--- src/rtl/frbc_pkg.sv ---
// Constants, types and helper functions for the free-run bit counter.
// No dependencies; every other file of the block but assert_macros.svh refers to it by scoped names.
package frbc_pkg;

	localparam int BYTE_W    = 8;
	localparam int ZERO_W    = 4;
	localparam int CNT_W     = 16;
	localparam int MAX_BYTES = 4096;

	localparam int CNT_MAX_INT = (1 << CNT_W) - 1;
	localparam int BOUND_INT   = (MAX_BYTES * 8 > CNT_MAX_INT) ? CNT_MAX_INT : MAX_BYTES * 8;

	localparam logic [CNT_W-1:0]  CNT_BOUND = CNT_W'(BOUND_INT);
	localparam logic [CNT_W-1:0]  MIN_RUN   = CNT_W'(BYTE_W);
	localparam logic [ZERO_W-1:0] ALL_ZERO  = ZERO_W'(BYTE_W);

	// Contribution of one byte to the total, handed from the run tracker.
	typedef struct packed {
		logic             valid;
		logic             last;
		logic [CNT_W-1:0] amount;
	} contrib_t;

	function automatic logic [ZERO_W-1:0] lead_zeros(input logic [BYTE_W-1:0] v);
		logic [ZERO_W-1:0] n;
		logic              hit;
		n   = '0;
		hit = 1'b0;
		for (int i = BYTE_W - 1; i >= 0; i--) begin
			if (!hit && !v[i]) begin
				n = n + 1'b1;
			end else begin
				hit = 1'b1;
			end
		end
		return n;
	endfunction

	function automatic logic [ZERO_W-1:0] trail_zeros(input logic [BYTE_W-1:0] v);
		logic [ZERO_W-1:0] n;
		logic              hit;
		n   = '0;
		hit = 1'b0;
		for (int i = 0; i < BYTE_W; i++) begin
			if (!hit && !v[i]) begin
				n = n + 1'b1;
			end else begin
				hit = 1'b1;
			end
		end
		return n;
	endfunction

	function automatic logic [CNT_W-1:0] sat_add(input logic [CNT_W-1:0] a,
		input logic [CNT_W-1:0] b);
		logic [CNT_W:0] s;
		s = {1'b0, a} + {1'b0, b};
		return (s > {1'b0, CNT_BOUND}) ? CNT_BOUND : s[CNT_W-1:0];
	endfunction

endpackage

--- src/rtl/frbc_if.sv ---
// Valid/ready channel interfaces for bitmap bytes and count results.
// Depends on frbc_pkg for field widths.
interface frbc_byte_if;
	logic                            valid;
	logic                            ready;
	logic [frbc_pkg::BYTE_W-1:0]     bitmap_byte;
	logic                            last_byte;

	modport source (output valid, output bitmap_byte, output last_byte, input ready);
	modport sink (input valid, input bitmap_byte, input last_byte, output ready);
endinterface

interface frbc_result_if;
	logic                        valid;
	logic                        ready;
	logic [frbc_pkg::CNT_W-1:0]  free_bits;

	modport source (output valid, output free_bits, input ready);
	modport sink (input valid, input free_bits, output ready);
endinterface

--- src/rtl/frbc_run_tracker.sv ---
// Input register and free-run tracking: turns each byte into a contribution to the total.
// Depends on frbc_pkg.
module frbc_run_tracker (
	input  logic                          clk,
	input  logic                          arst_n,
	input  logic                          advance,
	input  logic                          take,
	input  logic [frbc_pkg::BYTE_W-1:0]   bitmap_byte,
	input  logic                          last_byte,
	output frbc_pkg::contrib_t            contrib
);

	logic                          valid_s1;
	logic [frbc_pkg::BYTE_W-1:0]   byte_s1;
	logic                          last_s1;
	logic                          valid_s2;
	logic                          last_s2;
	logic [frbc_pkg::CNT_W-1:0]    amount_s2;

	logic                          run_open_q;
	logic [frbc_pkg::CNT_W-1:0]    run_length_q;

	logic [frbc_pkg::ZERO_W-1:0]   lz;
	logic [frbc_pkg::ZERO_W-1:0]   tz;
	logic [frbc_pkg::CNT_W-1:0]    grown;
	logic                          nxt_open;
	logic [frbc_pkg::CNT_W-1:0]    nxt_len;
	logic [frbc_pkg::CNT_W-1:0]    closed;
	logic [frbc_pkg::CNT_W-1:0]    amount;

	always_comb begin
		lz       = frbc_pkg::lead_zeros(byte_s1);
		tz       = frbc_pkg::trail_zeros(byte_s1);
		grown    = frbc_pkg::sat_add(run_length_q, frbc_pkg::CNT_W'(lz));
		nxt_open = run_open_q;
		nxt_len  = run_length_q;
		closed   = '0;
		if (!run_open_q) begin
			if (tz != '0) begin
				nxt_open = 1'b1;
				nxt_len  = frbc_pkg::sat_add('0, frbc_pkg::CNT_W'(tz));
			end
		end else begin
			nxt_len = grown;
			if (lz != frbc_pkg::ALL_ZERO) begin
				if (grown >= frbc_pkg::MIN_RUN) begin
					closed = grown;
				end
				nxt_open = (tz != '0);
				nxt_len  = frbc_pkg::CNT_W'(tz);
			end
		end
		// A run that closes leaves at most seven trailing zeros open, so a closed run
		// and a flushed run never both count on the same byte.
		if (last_s1 && nxt_open && nxt_len >= frbc_pkg::MIN_RUN) begin
			amount = nxt_len;
		end else begin
			amount = closed;
		end
	end

	always_ff @(posedge clk or negedge arst_n) begin
		if (!arst_n) begin
			valid_s1     <= 1'b0;
			valid_s2     <= 1'b0;
			run_open_q   <= 1'b0;
			run_length_q <= '0;
		end else if (advance) begin
			valid_s1 <= take;
			valid_s2 <= valid_s1;
			if (valid_s1) begin
				if (last_s1) begin
					run_open_q   <= 1'b0;
					run_length_q <= '0;
				end else begin
					run_open_q   <= nxt_open;
					run_length_q <= nxt_len;
				end
			end
		end
	end

	always_ff @(posedge clk) begin
		if (advance) begin
			byte_s1   <= bitmap_byte;
			last_s1   <= last_byte;
			last_s2   <= last_s1;
			amount_s2 <= amount;
		end
	end

	assign contrib = '{valid: valid_s2, last: last_s2, amount: amount_s2};

endmodule

--- src/rtl/free_run_bit_counter.sv ---
// Free-run bit counter: accepts one bitmap byte per cycle while not stalled and, after the
// byte marked last, offers the total of all free runs of eight bits or more that span
// byte boundaries. The byte goes through an input register, the run tracker and the
// total accumulator; the tracker holds two saturating adds and the accumulator one. A
// held result stalls input only when a further result is ready to take its place.
// Depends on frbc_pkg and frbc_if.
module free_run_bit_counter (
	input  logic                  clk,
	input  logic                  arst_n,
	frbc_byte_if.sink             bitmap,
	frbc_result_if.source         result
);

	frbc_pkg::contrib_t           contrib;
	logic                         advance;
	logic [frbc_pkg::CNT_W-1:0]   running_total_q;
	logic [frbc_pkg::CNT_W-1:0]   sum;
	logic                         out_valid_q;
	logic [frbc_pkg::CNT_W-1:0]   free_bits_q;
	logic                         load;

	// The pipeline only stops when a finished total cannot be moved into the output register.
	assign advance = !(contrib.valid && contrib.last && out_valid_q && !result.ready);
	assign load    = advance && contrib.valid && contrib.last;
	assign sum     = frbc_pkg::sat_add(running_total_q, contrib.amount);

	assign bitmap.ready     = advance;
	assign result.valid     = out_valid_q;
	assign result.free_bits = free_bits_q;

	frbc_run_tracker u_tracker (
		.clk         (clk),
		.arst_n      (arst_n),
		.advance     (advance),
		.take        (bitmap.valid),
		.bitmap_byte (bitmap.bitmap_byte),
		.last_byte   (bitmap.last_byte),
		.contrib     (contrib)
	);

	always_ff @(posedge clk or negedge arst_n) begin
		if (!arst_n) begin
			running_total_q <= '0;
			out_valid_q     <= 1'b0;
		end else begin
			if (advance && contrib.valid) begin
				running_total_q <= contrib.last ? '0 : sum;
			end
			if (load) begin
				out_valid_q <= 1'b1;
			end else if (result.ready) begin
				out_valid_q <= 1'b0;
			end
		end
	end

	always_ff @(posedge clk) begin
		if (load) begin
			free_bits_q <= sum;
		end
	end

endmodule

--- src/flat_wrapper.sv ---
// flat-port wrapper written by rule: the top's interface ports become plain ports
module free_run_bit_counter_flat 
  (clk, arst_n, bitmap_valid, bitmap_bitmap_byte, bitmap_last_byte, bitmap_ready, result_valid, result_free_bits, result_ready);
  frbc_byte_if bitmap_i ();
  frbc_result_if result_i ();
  input  logic clk;
  input  logic arst_n;
  input wire logic [$bits(bitmap_i.valid)-1:0] bitmap_valid;
  input wire logic [$bits(bitmap_i.bitmap_byte)-1:0] bitmap_bitmap_byte;
  input wire logic [$bits(bitmap_i.last_byte)-1:0] bitmap_last_byte;
  output wire logic [$bits(bitmap_i.ready)-1:0] bitmap_ready;
  output wire logic [$bits(result_i.valid)-1:0] result_valid;
  output wire logic [$bits(result_i.free_bits)-1:0] result_free_bits;
  input wire logic [$bits(result_i.ready)-1:0] result_ready;
  assign bitmap_i.valid = bitmap_valid;
  assign bitmap_i.bitmap_byte = bitmap_bitmap_byte;
  assign bitmap_i.last_byte = bitmap_last_byte;
  assign bitmap_ready = bitmap_i.ready;
  assign result_valid = result_i.valid;
  assign result_free_bits = result_i.free_bits;
  assign result_i.ready = result_ready;
  free_run_bit_counter u_core (.clk(clk), .arst_n(arst_n), .bitmap(bitmap_i), .result(result_i));
endmodule
--- config.mk ---
export PLATFORM = sky130hd
export DESIGN_NAME = free_run_bit_counter_flat
export DESIGN_NICKNAME = d
export VERILOG_FILES = /design/src/rtl/frbc_pkg.sv /design/src/rtl/frbc_if.sv /design/src/rtl/frbc_run_tracker.sv /design/src/rtl/free_run_bit_counter.sv /design/src/flat_wrapper.sv
export SDC_FILE = /design/constraint.sdc
export NUM_CORES = 1
export LEC_CHECK = 0
export ABC_AREA = 1
export BUFFER_PORTS_ARGS = -buffer_cell sky130_fd_sc_hd__buf_2
export CAP_MARGIN = 20
export CORE_MARGIN = 2
export CORE_UTILIZATION = 57
export CTS_CLUSTER_DIAMETER = 40
export DETAILED_ROUTE_END_ITERATION = 12
export GPL_ROUTABILITY_DRIVEN = 0
export PLACE_DENSITY_LB_ADDON = 0.15
export SYNTH_ARGS = -nofsm -noshare
export SYNTH_HDL_FRONTEND = slang
export SYNTH_HIERARCHICAL = 1
export SYNTH_SLANG_ARGS = --single-unit
export TNS_END_PERCENT = 30
--- constraint.sdc ---
create_clock -name clk -period 4.7 [get_ports clk]
set_input_delay 1.41 -clock clk [delete_from_list [all_inputs] [get_ports clk]]
set_output_delay 1.41 -clock clk [all_outputs]
set_load 0.005 [all_outputs]
==> flow_summary.yaml <==
synthesis:
  ys.flop_type: "edfxtp_1"
  synth.most_common_cell: "nand2_1"
  synth-adder-area-share_pct: 6.38
  synth_compound_area_share_pct: 5.37
  syn-num-nets: 933
  synth_top_area_share_pct: 20.0
  yosys-top-cells-count: "276 x nand2_1, 120 x inv_1, 88 x nand3_1"
  ys_seq_elements: 78
  async_reset_ff_share_pct: 46.2
  synth_area_per_cell_um2: 7.11
  synth_area_um2: 6320
  synthSimpleGateAreaFrac_pct: 42.6
  synth.area.mux_share_pct: 0.178
  yosysTopAreaCell: "edfxtp_1"
  yosys_warnings: 6
  synth_edf_count: 42
  synth.distinct_cells: 52
  ys_seq_area_share_pct: 34.2
  synth_top_family_by_area: "simple AND/OR/NAND/NOR gates"
  synthTopCellsByArea: "edfxtp_1 20%, nand2_1 16%, dfrtp_1 14%"
  synth_cells: 889
  synth-xor-area-share_pct: 0.951
detailed_routing:
  num_vias: 6602
  dr.pass1.iters: 6
  vias_per_cell: 5.57
  ant_nets: 0
  drc: 0
  drt_first_iter_violations: 556
  wl_per_cell_um: 15.5
  routed_wl_um: 18400
die:
  fp.coreArea_um2: 10800
  die_h_um: 109
  fp.dieArea_um2: 11900
  num_rows: 38
  die_w_um: 109
  start_util_pct: 58.3
  io_pins: 31
final_layout:
  diodes: 0
  multiInputGateArea_um2: 4030
  fin_cells: 1186
  fin_nets: 1085
  seqCellArea_um2: 2160
  nFillCells: 763
  areaGrowthSynthToFinish_pct: 30.6
  drive_gt1_share_pct: 36.3
sta:
  timing.fmax_mhz: 191
  period_needed_ns: 5.23
  setup_ws_ns: -0.533
  relSlewSlack_pct: 30.2
  worstMarginPinSlew_ns: 1.04
  hold_viol: 0
  setup_viol: 27
  final.setup_skew_ns: 0.0159
  finalMaxSlewViolations: 0
  period_share_pct: 111
  tns_ns: -9.86
  grt_setup_unrepaired: "yes"
  hold_ws_ns: 0.494
worst_setup_path:
  cp.required_ns: 4.83
  rrSetupSlack_ns: -0.53
  cp_max_fo: 8
  critPathKind: "flop to flop"
  crit_path_end_kind: "flop"
  critPathMaxStageDelay_ns: 0.46
  slowest_stage: "edfxtp_1"
  critPathMostFrequentCell: "nand2_2"
  crit_arrival_ns: 5.36
  cp-start-kind: "flop"
cts:
  cts_buffers: 9
  clkSinkCount: 78
  clk_pin_slew_worst_paths_ns: 0.10
  clk_path_buf_depth: 2
  cts_max_level: 3
  cts_tree: "done"
  cts_hold_buf: 0
  clkLatencyLatePin_ns: 0.37
  clockRootBuffer: "clkbuf_8"
run_status:
  violations: "setup timing"
  run_status: "finished, violations left"
run:
  cap_viol_max_count: 0
global_routing:
  grt_start_max_net_pins: 37
  grt_pass1_wl_um: 28500
  grt-ovfl-total: 0
  grt_pass1_vias: 6328
  antenna_found_initial: 0
  gr-usage-all-layers_pct: 30.3
placed_design:
  portBuffers: 30
  place_hpwl_um: 12400
  dp_cells: 1121
  place_ws_ns: -0.388
power_and_ir_drop:
  p_per_area_nw_per_um2: 232
  peakVddDrop_v: 0.000165
  power_mw: 1.91
  leakage_nw: 4.23
worst_hold_path:
  worstHoldPathType: "flop to flop"
[path summary, 6_finish.rpt]
kind,from,to,cells after the start
hold reg to reg,u_core/running_total_q[15]$_DFFE_PN0P_,u_core/running_total_q[15]$_DFFE_PN0P_,2
hold / removal,u_core/running_total_q[15]$_DFFE_PN0P_,u_core/running_total_q[15]$_DFFE_PN0P_,2
min in group asynchronous,arst_n,u_core/running_total_q[12]$_DFFE_PN0P_,1
setup reg to reg,u_core/u_tracker/byte_s1[6]$_DFFE_PP_,u_core/u_tracker/amount_s2[0]$_DFFE_PP_,39
max in group asynchronous,arst_n,u_core/running_total_q[6]$_DFFE_PN0P_,1
setup / recovery,u_core/u_tracker/byte_s1[6]$_DFFE_PP_,u_core/u_tracker/amount_s2[0]$_DFFE_PP_,39
[worst max-delay path: cells and delay by family (launching register included)]
family,cells,cell delay (ns)
xor+xnor,1,0.20
fa+ha+maj,4,0.97
buf+inv,6,0.52
flops,1,0.46
simple gates,28,2.82
[metal layers]
metal | routed length [µm] | track usage (%)
met1 | 7530 | 37.2
met2 | 9160 | 53.3
met3 | 1060 | 4.42
met4 | 623 | 12.1
met5 | 0 | 0
[power by group]
group	total [mW]	internal, mW	leakage (nW)	switching, mW
sequential	0.820	0.780	0.942	0.0401
clock	0.549	0.258	0.107	0.291
combinational	0.544	0.204	3.18	0.340
total	1.91	1.24	4.23	0.671
[logic make-up after synthesis]
group / Yosys count
flops: 78
simple gates: 562
mux: 1
fa+ha+maj: 31
compound gates: 58
xor+xnor: 6
buf+inv: 153
[through the flow]
| step | utilization (%) | area, µm² |
|---|---|---|
| final | 76.1 | 8250 |
| after CTS | 73.0 | 7910 |
| after detailed placement | 66.5 | 7210 |
| after floorplan | - | 6390 |
| after global routing | 76.1 | 8250 |
| after global placement | 66.5 | 7210 |
[area by class of cell]
class	count	share of cell area, %
Clock buffer	9	1.50
Clock inverter	7	1.03
Timing Repair Buffer	160	14.1
Sequential cell	78	26.2
Multi-Input combinational cell	659	48.8
Tap cell	140	2.12
Inverter	133	6.22
[sequential cells by signal (all words and copies together), names as in the netlist]
| register | cells |
|---|---|
| u_core/result.free_bits | 16 |
| u_core/running_total_q | 16 |
| u_core/u_tracker/amount_s2 | 16 |
| u_core/u_tracker/run_length_q | 16 |
| u_core/u_tracker/byte_s1 | 8 |
| u_core/result.valid | 1 |
| u_core/u_tracker/last_s1 | 1 |
| u_core/u_tracker/last_s2 | 1 |
| u_core/u_tracker/run_open_q | 1 |
| u_core/u_tracker/valid_s1 | 1 |
| u_core/u_tracker/valid_s2 | 1 |
[layout by cell type (no fill, tap or decap), types with 36 or more instances in the layout]
cell type    n
nand3_1     65
buf_4      124
nand2_1    224
nand2_2     67
edfxtp_1    42
inv_1      112
nor2_1      58
nand4_1     36
dfrtp_1     36
[what timing repair did]
action	4_1_cts	5_1_grt
pin swaps	25	59
setup buffers	34	13
cloned	1	0
setup endpoints to repair	18	31
resized for setup	60	71
Power figures use the tool's default switching activity.
